<file path="config.mk">
export PLATFORM = sky130hd
export DESIGN_NAME = indexed_list_store_unit
export DESIGN_NICKNAME = d
export VERILOG_FILES = /design/src/design/ils_pkg.sv /design/src/design/ils_ram.sv /design/src/design/indexed_list_store_unit.sv
export SDC_FILE = /design/constraint.sdc
export NUM_CORES = 2
export LEC_CHECK = 0
export BUFFER_PORTS_ARGS = -buffer_cell sky130_fd_sc_hd__clkbuf_2
export CAP_MARGIN = 40
export CELL_PAD_IN_SITES_DETAIL_PLACEMENT = 0
export CELL_PAD_IN_SITES_GLOBAL_PLACEMENT = 2
export CORE_MARGIN = 1
export CORE_UTILIZATION = 40
export CTS_BUF_LIST = sky130_fd_sc_hd__clkbuf_4
export DETAILED_ROUTE_END_ITERATION = 8
export GPL_TIMING_DRIVEN = 0
export HOLD_SLACK_MARGIN = 0.03
export PLACE_DENSITY_LB_ADDON = 0.1
export SYNTH_ARGS = -nofsm -noshare
export SYNTH_HDL_FRONTEND = slang
export SYNTH_HIERARCHICAL = 1
export SYNTH_SLANG_ARGS = --single-unit
export TNS_END_PERCENT = 30
</file>
<file path="constraint.sdc">
create_clock -name clock -period 6.7 [get_ports clock]
set_input_delay 0.67 -clock clock [delete_from_list [all_inputs] [get_ports clock]]
set_output_delay 0.67 -clock clock [all_outputs]
set_load 0.1 [all_outputs]
</file>
<file path="src/design/ils_pkg.sv">
package ils_pkg;

   localparam int CAPACITY   = 64;
   localparam int DATA_WIDTH = 32;
   localparam int ADDR_W     = $clog2(CAPACITY);
   localparam int CNT_W      = $clog2(CAPACITY + 1);

   localparam logic [1:0] CMD_GET    = 2'd0;
   localparam logic [1:0] CMD_FIND   = 2'd1;
   localparam logic [1:0] CMD_ERASE  = 2'd2;
   localparam logic [1:0] CMD_INSERT = 2'd3;

   localparam logic [1:0] ST_OK        = 2'd0;
   localparam logic [1:0] ST_BAD_INDEX = 2'd1;
   localparam logic [1:0] ST_FULL      = 2'd2;
   localparam logic [1:0] ST_NOT_FOUND = 2'd3;

endpackage

</file>
<file path="src/design/ils_ram.sv">
module ils_ram #(
   parameter int WIDTH = 32,
   parameter int DEPTH = 64
) (
   input  logic                     clock,
   input  logic                     wr_en,
   input  logic [$clog2(DEPTH)-1:0] wr_addr,
   input  logic [WIDTH-1:0]         wr_data,
   input  logic                     rd_en,
   input  logic [$clog2(DEPTH)-1:0] rd_addr,
   output logic [WIDTH-1:0]         rd_data
);

   logic [WIDTH-1:0] mem [DEPTH];
   logic [WIDTH-1:0] rd_data_ff;

   always_ff @(posedge clock) begin
      if (wr_en) begin
         mem[wr_addr] <= wr_data;
      end
      if (rd_en) begin
         rd_data_ff <= mem[rd_addr];
      end
   end

   assign rd_data = rd_data_ff;

endmodule

</file>
<file path="src/design/indexed_list_store_unit.sv">
// Ordered list of up to CAPACITY values in one single-port-read, single-port-write RAM.
// An item is taken when start is high and busy is low; its result appears on the rsp_
// ports for one cycle with rsp_valid, the cycle after the work ends, and must be taken
// then. Out-of-range commands, a full insert, a find on an empty list, an erase of the
// last entry and an insert at index count answer from S_IDLE. Get reads the RAM and
// answers in S_GET. Find reads one stored entry per cycle from index 0 until a match or
// the last entry. Erase at p moves the entries above p down and insert at p moves those
// from p up, one entry per cycle via the RAM's ports; S_INS_LAST then writes the value.
module indexed_list_store_unit
   import ils_pkg::*;
(
   input  logic                  clock,
   input  logic                  reset,
   input  logic                  start,
   output logic                  busy,
   input  logic [1:0]            req_cmd,
   input  logic [CNT_W-1:0]      req_position,
   input  logic [DATA_WIDTH-1:0] req_item_value,
   output logic                  rsp_valid,
   output logic [DATA_WIDTH-1:0] rsp_read_value,
   output logic [ADDR_W-1:0]     rsp_found_index,
   output logic [1:0]            rsp_status,
   output logic [CNT_W-1:0]      rsp_count,
   output logic                  rsp_is_empty
);

   localparam logic [2:0] S_IDLE     = 3'd0;
   localparam logic [2:0] S_GET      = 3'd1;
   localparam logic [2:0] S_FIND     = 3'd2;
   localparam logic [2:0] S_ERASE    = 3'd3;
   localparam logic [2:0] S_INSERT   = 3'd4;
   localparam logic [2:0] S_INS_LAST = 3'd5;

   logic [2:0]            state_ff, state_in;
   logic [CNT_W-1:0]      count_ff, count_in;
   logic [CNT_W-1:0]      pos_ff, pos_in;
   logic [DATA_WIDTH-1:0] val_ff, val_in;
   logic [ADDR_W-1:0]     idx_ff, idx_in;

   logic                  rsp_valid_ff, rsp_valid_in;
   logic [DATA_WIDTH-1:0] rsp_read_ff, rsp_read_in;
   logic [ADDR_W-1:0]     rsp_fidx_ff, rsp_fidx_in;
   logic [1:0]            rsp_status_ff, rsp_status_in;
   logic [CNT_W-1:0]      rsp_count_ff;
   logic                  rsp_empty_ff;

   logic                  wr_en, rd_en;
   logic [ADDR_W-1:0]     wr_addr, rd_addr;
   logic [DATA_WIDTH-1:0] wr_data, rd_data;

   logic [CNT_W-1:0]      cnt_m1;
   logic                  accept;

   ils_ram #(
      .WIDTH (DATA_WIDTH),
      .DEPTH (CAPACITY)
   ) u_store (
      .clock   (clock),
      .wr_en   (wr_en),
      .wr_addr (wr_addr),
      .wr_data (wr_data),
      .rd_en   (rd_en),
      .rd_addr (rd_addr),
      .rd_data (rd_data)
   );

   assign busy   = (state_ff != S_IDLE);
   assign accept = start && !busy;
   assign cnt_m1 = count_ff - CNT_W'(1);

   always_comb begin
      state_in      = state_ff;
      count_in      = count_ff;
      pos_in        = pos_ff;
      val_in        = val_ff;
      idx_in        = idx_ff;
      rsp_valid_in  = 1'b0;
      rsp_read_in   = '0;
      rsp_fidx_in   = '0;
      rsp_status_in = ST_OK;
      wr_en         = 1'b0;
      wr_addr       = idx_ff;
      wr_data       = rd_data;
      rd_en         = 1'b0;
      rd_addr       = idx_ff;

      case (state_ff)
         S_IDLE: begin
            if (accept) begin
               pos_in = req_position;
               val_in = req_item_value;
               case (req_cmd)
                  CMD_GET: begin
                     if (req_position < count_ff) begin
                        rd_en    = 1'b1;
                        rd_addr  = req_position[ADDR_W-1:0];
                        state_in = S_GET;
                     end else begin
                        rsp_valid_in  = 1'b1;
                        rsp_status_in = ST_BAD_INDEX;
                     end
                  end
                  CMD_FIND: begin
                     if (count_ff != '0) begin
                        rd_en    = 1'b1;
                        rd_addr  = '0;
                        idx_in   = '0;
                        state_in = S_FIND;
                     end else begin
                        rsp_valid_in  = 1'b1;
                        rsp_status_in = ST_NOT_FOUND;
                     end
                  end
                  CMD_ERASE: begin
                     if (req_position >= count_ff) begin
                        rsp_valid_in  = 1'b1;
                        rsp_status_in = ST_BAD_INDEX;
                     end else if (req_position == cnt_m1) begin
                        count_in     = cnt_m1;
                        rsp_valid_in = 1'b1;
                     end else begin
                        rd_en    = 1'b1;
                        rd_addr  = req_position[ADDR_W-1:0] + ADDR_W'(1);
                        idx_in   = req_position[ADDR_W-1:0];
                        state_in = S_ERASE;
                     end
                  end
                  default: begin
                     if (req_position > count_ff) begin
                        rsp_valid_in  = 1'b1;
                        rsp_status_in = ST_BAD_INDEX;
                     end else if (count_ff >= CNT_W'(CAPACITY)) begin
                        rsp_valid_in  = 1'b1;
                        rsp_status_in = ST_FULL;
                     end else if (req_position == count_ff) begin
                        wr_en        = 1'b1;
                        wr_addr      = req_position[ADDR_W-1:0];
                        wr_data      = req_item_value;
                        count_in     = count_ff + CNT_W'(1);
                        rsp_valid_in = 1'b1;
                     end else begin
                        rd_en    = 1'b1;
                        rd_addr  = cnt_m1[ADDR_W-1:0];
                        idx_in   = count_ff[ADDR_W-1:0];
                        state_in = S_INSERT;
                     end
                  end
               endcase
            end
         end
         S_GET: begin
            rsp_valid_in = 1'b1;
            rsp_read_in  = rd_data;
            state_in     = S_IDLE;
         end
         S_FIND: begin
            if (rd_data == val_ff) begin
               rsp_valid_in = 1'b1;
               rsp_fidx_in  = idx_ff;
               state_in     = S_IDLE;
            end else if (CNT_W'(idx_ff) + CNT_W'(1) == count_ff) begin
               rsp_valid_in  = 1'b1;
               rsp_status_in = ST_NOT_FOUND;
               state_in      = S_IDLE;
            end else begin
               rd_en   = 1'b1;
               rd_addr = idx_ff + ADDR_W'(1);
               idx_in  = idx_ff + ADDR_W'(1);
            end
         end
         S_ERASE: begin
            wr_en = 1'b1;
            if (CNT_W'(idx_ff) + CNT_W'(2) == count_ff) begin
               count_in     = cnt_m1;
               rsp_valid_in = 1'b1;
               state_in     = S_IDLE;
            end else begin
               rd_en   = 1'b1;
               rd_addr = idx_ff + ADDR_W'(2);
               idx_in  = idx_ff + ADDR_W'(1);
            end
         end
         S_INSERT: begin
            wr_en = 1'b1;
            if (idx_ff - ADDR_W'(1) == pos_ff[ADDR_W-1:0]) begin
               state_in = S_INS_LAST;
            end else begin
               rd_en   = 1'b1;
               rd_addr = idx_ff - ADDR_W'(2);
               idx_in  = idx_ff - ADDR_W'(1);
            end
         end
         S_INS_LAST: begin
            wr_en        = 1'b1;
            wr_addr      = pos_ff[ADDR_W-1:0];
            wr_data      = val_ff;
            count_in     = count_ff + CNT_W'(1);
            rsp_valid_in = 1'b1;
            state_in     = S_IDLE;
         end
         default: begin
            state_in = S_IDLE;
         end
      endcase
   end

   always_ff @(posedge clock) begin
      if (reset) begin
         state_ff     <= S_IDLE;
         count_ff     <= '0;
         rsp_valid_ff <= 1'b0;
      end else begin
         state_ff     <= state_in;
         count_ff     <= count_in;
         rsp_valid_ff <= rsp_valid_in;
      end
   end

   always_ff @(posedge clock) begin
      pos_ff        <= pos_in;
      val_ff        <= val_in;
      idx_ff        <= idx_in;
      rsp_read_ff   <= rsp_read_in;
      rsp_fidx_ff   <= rsp_fidx_in;
      rsp_status_ff <= rsp_status_in;
      rsp_count_ff  <= count_in;
      rsp_empty_ff  <= (count_in == '0);
   end

   assign rsp_valid       = rsp_valid_ff;
   assign rsp_read_value  = rsp_read_ff;
   assign rsp_found_index = rsp_fidx_ff;
   assign rsp_status      = rsp_status_ff;
   assign rsp_count       = rsp_count_ff;
   assign rsp_is_empty    = rsp_empty_ff;

endmodule
</file>
* After elaboration in Yosys (flattened, before gate mapping) *
Memory sizes are Yosys's and may differ from the RTL's. A register that Yosys moved wholly into a read port is not among the register bits.
Cells that the tools add are included.

operators by class
  add/subtract/negate cells = 9
  order comparisons = 4
  equal/unequal tests = 30
  muxes and demuxes = 103
  reduce and logical (&&, ||, !) cells = 16

operator list
  kind                 number
  $mux 32              5
  $mux 6               25
  $pmux 32 s2          1
  $mux 7               7
  $pmux 6 s4           2
  $mux 3               12
  $pmux 6 s3           2
  $eq 32x32->1         1
  $mux 1               31
  $eq 7x7->1           4
  $pmux 7 s3           1
  $ne 3x3->1 const B   5
  $ne 5x2->1 const B   3
  $pmux 7 s2           1
  $add 6x1->6 const B  2
  $mux 2               6
  $ne 2x2->1 const B   6
  $ne 4x2->1 const B   3
  $pmux 3 s4           1
  $pmux 6 s2           1
  $reduce_and 11->1    1
  $reduce_and 10->1    1
  $pmux 3 s3           1
  $pmux 1 s4           2
  other kinds (32)     38

word-level totals
  flip-flop bits (word level) = 103
  memory bits (writable) = 2048
  input port bits = 44
  output and inout port bits = 50
  word-level logic and storage cells = 174
  memories = 1

memories
  name         words  width  rd ports  clocked after memory_dff  write ports  RTL line       source
  u_store.mem  64     32     1         1                         1            ils_ram.sv:14  logic [WIDTH-1:0] mem [DEPTH];

* Longest topological paths before layout *
  depth after elaboration = 9
  gate-level depth with buffers = 24
  gate-level depth less buffers = 16

* Cells and area by module *
The synthesis kept the hierarchy.

by module, submodules not included
  module                   times used  cells an instance  area an instance (um2)  sequential area each (um2)
  ils_ram                  1           3511               79359.9                 62459.9
  indexed_list_store_unit  1           877                7143.1                  2502.4

* Worst setup path before layout *
Ideal clock, no wire load.

  path kind = register to register
  start = register count_ff[3]
  end = memory u_store.mem[28][0], enable pin
  library setup time = 421 ps
  arrival time = 5041 ps
  setup slack = 1238 ps
  stages on the path, launching flop included = 16
  path buffers = 5
  clock period less this slack = 5462 ps
  cells stage by stage = dfxtp_1 > buf_2 > clkbuf_1 > clkinv_1 > ha_1 > nand4_1 > or3_1 > nor2_1 > clkbuf_1 > a22oi_1 > nand2_1 > clkbuf_1 > or3b_2 > or2_2 > clkbuf_1 > nor2_1

RTL lines
  what                                                RTL line                        source
  start, declared                                     indexed_list_store_unit.sv:35   logic [CNT_W-1:0] count_ff, count_in;
  start signal, assigned                              indexed_list_store_unit.sv:214  count_ff <= count_in;
  branches (longest 3 deep; another with $ge 7x7->1)  n/a
  $mux 6 (*)                                          indexed_list_store_unit.sv:129  if (req_position > count_ff) begin
  $mux 6 (*)                                          indexed_list_store_unit.sv:92   case (req_cmd)
  $mux 6 (*)                                          indexed_list_store_unit.sv:89   if (accept) begin
  $pmux 6 s2 (*)                                      indexed_list_store_unit.sv:87   case (state_ff)
  via wr_addr[2]                                      indexed_list_store_unit.sv:48   logic [ADDR_W-1:0] wr_addr, rd_addr;
  end, declared                                       ils_ram.sv:14

Mark *: on every way through the listed nets, which the timed path passes.

* Worst setup path after layout *
  start = register count_ff[0]
  end = register u_store.rd_data_ff[6] (netlist: u_store/rd_data[6]), read port of u_store.mem, data pin

on the way
  cells in the longest elaborated chain, start to end = 7

ends and longest elaborated chain
  what                                       RTL line                                                        source
  $sub 7x1->7 or $eq 7x7->1 (tied branches)  indexed_list_store_unit.sv:69, indexed_list_store_unit.sv:135
  $eq 7x7->1 or $mux 6 (tied branches)       indexed_list_store_unit.sv:118, indexed_list_store_unit.sv:135
  $mux 6, on equally long branches           indexed_list_store_unit.sv:118, indexed_list_store_unit.sv:132
  $mux 6, on equally long branches           indexed_list_store_unit.sv:115, indexed_list_store_unit.sv:129
  $pmux 6 s3                                 indexed_list_store_unit.sv:92
  $mux 6                                     indexed_list_store_unit.sv:89
  $pmux 6 s4 (*)                             indexed_list_store_unit.sv:87
  via rd_addr[2]                             indexed_list_store_unit.sv:48
  end, declared                              ils_ram.sv:15                                                   logic [WIDTH-1:0] rd_data_ff;

The timed path passes the listed nets; every way through them passes the cells marked *.
A chain may end at the register's enable or synchronous reset.

==> flow_metrics.env <==
export IMPL_slowest_stage="or4b_4"
export IMPL_r2r_setup_slack_ns=0.04
export IMPL_netlist_instances=4388
export IMPL_cp_slowest_stage_delay_ns=0.56
export IMPL_start_util_pct=40.3
export IMPL_drtIter0Drc=5702
export IMPL_reg2reg_depth=22
export IMPL_p_per_area_mw_per_mm2=428
export IMPL_fin_crit_ns=6.66
export IMPL_detail_route_antenna_nets=0
export IMPL_period_share_pct=99.5
export IMPL_yosysTopAreaCell="edfxtp_1"
export IMPL_fin_setup_tns_ns=0
export IMPL_synth_top_cells_by_area="edfxtp_1 (74%), mux4_2 (12%), mux2i_1 (2.2%), a22oi_1 (1.5%), dfxtp_1 (1.4%)"
export IMPL_leakage_nw=34.0
export IMPL_cts_root_buf="clkbuf_4"
export IMPL_r2r_start="count_ff[0]"
export IMPL_cts_max_path_buffers=4
export IMPL_drc=0
export IMPL_path_class="reg -> reg"
export IMPL_rsz0062_at_grt="yes"
export IMPL_rows=170
export IMPL_clock_sinks=2183
export IMPL_grt_pass1_vias=50100
export IMPL_fin_ws_ns=0.0366
export IMPL_grt_usage_pct=26.8
export IMPL_setup_viol=0
export IMPL_multi_input_area_sq_mm=0.0207
export IMPL_vias=50000
export IMPL_reg2reg_to="u_store/rd_data[6]"
export IMPL_firstDrtPassIters=6
export IMPL_dieWidth_microns=467
export IMPL_fin_nets=5437
export IMPL_syn_nets=4452
export IMPL_clock_fmax_mhz=150
export IMPL_dp_slack_ns=-1.98
export IMPL_insertion_delay_ns=1.42
export IMPL_gp_congestion=0.857
export IMPL_max_slew_margin_pct=34.3
export IMPL_critPathMaxFanout=10
export IMPL_antenna_found_initial=19
export IMPL_hp_class="in -> reg"
export IMPL_core_region_area_sq_mm=0.215
export IMPL_syn_mean_instance_area_sq_um=19.7
export IMPL_worst_pin_slew_ns=0.985
export IMPL_synth_main_ff_cell="edfxtp_1"
export IMPL_wl_per_cell_microns=33.9
export IMPL_end_kind="flip-flop"
export IMPL_clk_pin_slew_ns=0.06
export IMPL_grt_remaining_overflow=0
export IMPL_yosysTopAreaCellShare_pct=73.7
export IMPL_area_growth_pct=19.3
export IMPL_io_buffers=92
export IMPL_whs_path_depth=7
export IMPL_cts_made_buffers=603
export IMPL_crit_top_cell="buf_4"
export IMPL_async_reset_ff_share_pct=0
export IMPL_seq_area_frac_synth_pct=75.1
export IMPL_drive_above_1_share_pct=34.9
export IMPL_grt_pass1_wl_microns=400000
export IMPL_grt_max_degree=65
export IMPL_crit_path_start_kind="flip-flop"
export IMPL_min_from="req_cmd[1]"
export IMPL_drv_slew=0
export IMPL_synth_area_sq_mm=0.0865
export IMPL_dpl_instance_area_sq_mm=0.0943
export IMPL_seqCellArea_sq_mm=0.0650
export IMPL_ys_warn_count=6
export IMPL_htreeDepth=6
export IMPL_nFillCells=18400
export IMPL_final_area_sq_mm=0.103
export IMPL_status="finished, final reports clean"
export IMPL_crit_chain="buf_4 -> clkinvlp_4 -> ha_1 -> buf_2 -> nor3b_4 -> mux2_2 -> o21ai_0 -> or4b_4 -> and3_1 -> clkbuf_1 -> a221o_1 -> a221oi_1 -> nand3_2 -> buf_12 -> buf_4 -> buf_4 -> clkbuf_4 -> clkbuf_1 -> buf_8 -> a211oi_2 -> o21ai_1 -> and3_2"
export IMPL_fin_skew_ns=0.118
export IMPL_ys_ff_latch=2183
export IMPL_irDropWorstVdd_v=0.000244
export IMPL_finalHoldViolations=0
export IMPL_viasPerCell=5.80
export IMPL_die_h_microns=467
export IMPL_synth_edff_count=2124
export IMPL_routed_wirelength_microns=292000
export IMPL_maxCapViolCount=0
export IMPL_required_ns=7.79
export IMPL_path_buf_inv=10
export IMPL_hpwl_microns=198000
export IMPL_cts_tree="built"
export IMPL_worst_ep_arrival_time_ns=7.76
export IMPL_whs_ns=0.188
export IMPL_whs_endpoint="rsp_count[5]"
export IMPL_dieArea_sq_mm=0.218
export IMPL_synth_cell_types=89
export IMPL_cp_top_family="buffers and inverters"
export IMPL_boundaryPins=94
-- report_power, final --
| group | internal, W | switching, W |
|---|---|---|
| clock network | 0.00615 | 0.00550 |
| registers | 0.0171 | 0.000183 |
| logic | 0.00486 | 0.0104 |
-- tightest hold or removal path, cell delays in order --
cell      delay (ns)
clkbuf_2        0.10
inv_1           0.07
ha_1            0.26
nor2_1          0.13
nand2_1         0.07
a311oi_1        0.14
inv_1           0.05
-- per-stage QoR --
stage | utilization [%] | power (W) | instances
4_1_cts | 47.8 | 0.0443 | 8585
3_5_place_dp | 43.9 | 0.0323 | 7494
2_1_floorplan | - | 0.0251 | 4388
3_3_place_gp | 42.1 | 0.0317 | 7318
5_1_grt | 48.0 | 0.0458 | 8609
6_report | 48.0 | 0.0442 | 8611
-- synthesized netlist by cell type (16+ instances only) --
library cell,number
inv_1,31
o21ai_0,70
mux2i_1,193
nor3_1,29
edfxtp_1,2124
a21oi_1,80
nand2_1,169
and3_1,46
buf_4,29
nor2b_1,25
nand4_1,16
buf_2,61
o221ai_1,19
a22oi_1,175
nand3_1,68
dfxtp_1,59
nor2_1,143
ha_1,20
xnor2_1,61
a31oi_1,32
clkbuf_1,130
buf_6,34
mux4_2,446
a211oi_1,27
o211ai_1,19
o22ai_1,45
-- layer usage --
metal | wire [microns] | vias to the layer above | GRT usage (%)
met3 | 24300 | 395 | 5.88
met4 | 7500 | 2 | 8.57
met2 | 136000 | 2315 | 41.6
li1 | - | 20600 | -
met1 | 124000 | 26700 | 37.5
met5 | 13 | - | 0
-- cell families (layout without fill, tap and decap cells) --
family,count (synthesis),count (layout),share of synthesized area [%]
simple gates,579,579,3.27
buf+inv,307,1689,1.96
flops,2183,2183,75.1
compound gates,585,585,4.75
xor+xnor,74,74,0.774
mux,640,640,13.9
other cells,0,3,0
fa+ha+maj,20,20,0.289
-- final cells by class --
type / instances / share of cell area (%)
Sequential cell: 2183 / 63.0
Multi-Input combinational cell: 1898 / 20.1
Clock buffer: 884 / 6.43
Timing Repair Buffer: 382 / 4.74
Tap cell: 2838 / 3.44
Buffer: 273 / 1.65
Clock inverter: 118 / 0.568
Inverter: 32 / 0.120
Antenna cell: 3 / 0.00728
-- what timing repair did --
action | 4_1_cts | 5_1_grt
pin swaps | 4 | 16
resized for setup | 71 | 67
endpoints found under the hold margin | 331 | 0
endpoints found under the setup margin | 536 | 500
hold buffers | 80 | 0
setup buffers | 10 | 22
-- cells in the final DEF, fill, tap and decap left out, types with 41 or more instances in the layout --
| cell type | n |
|---|---|
| a22oi_1 | 175 |
| nor2_4 | 65 |
| a21oi_1 | 73 |
| clkbuf_2 | 119 |
| buf_2 | 43 |
| o22ai_1 | 42 |
| nor2_1 | 74 |
| mux4_2 | 446 |
| buf_6 | 52 |
| dfxtp_1 | 59 |
| nand2_1 | 129 |
| buf_4 | 63 |
| o21ai_0 | 63 |
| xnor2_1 | 61 |
| dlygate4sd3_1 | 80 |
| nand3_1 | 65 |
| and3_1 | 41 |
| clkbuf_4 | 895 |
| clkinv_1 | 80 |
| buf_12 | 122 |
| clkbuf_1 | 103 |
| mux2i_1 | 189 |
| edfxtp_1 | 2124 |
-- registers in the layout (all words and copies together) (netlist names) --
| register | count |
|---|---|
| u_store/mem | 2048 |
| rsp_count | 7 |
| rsp_read_value | 32 |
| count_ff | 7 |
| idx_ff | 6 |
| state_ff | 3 |
| u_store/rd_data | 32 |
| rsp_status | 2 |
| rsp_found_index | 6 |
| rsp_valid | 1 |
| val_ff | 32 |
| pos_ff | 6 |
| rsp_is_empty | 1 |
-- worst max-delay path by stage --
stage	from	endpoint	slack, ns	cells after the start
after floorplan	count_ff[3]	u_store/mem[28][0]	1.24	15
after global placement	count_ff[3]	u_store/mem[12][6]	-3.59	15
after detailed placement	idx_ff[1]	u_store/rd_data[14]	-1.98	20
after CTS	count_ff[3]	u_store/mem[51][6]	0.003	17
after global routing	idx_ff[3]	u_store/rd_data[12]	-0.09	17
final	count_ff[0]	u_store/rd_data[6]	0.04	22
No activity file was read; power rests on OpenSTA's default activity.
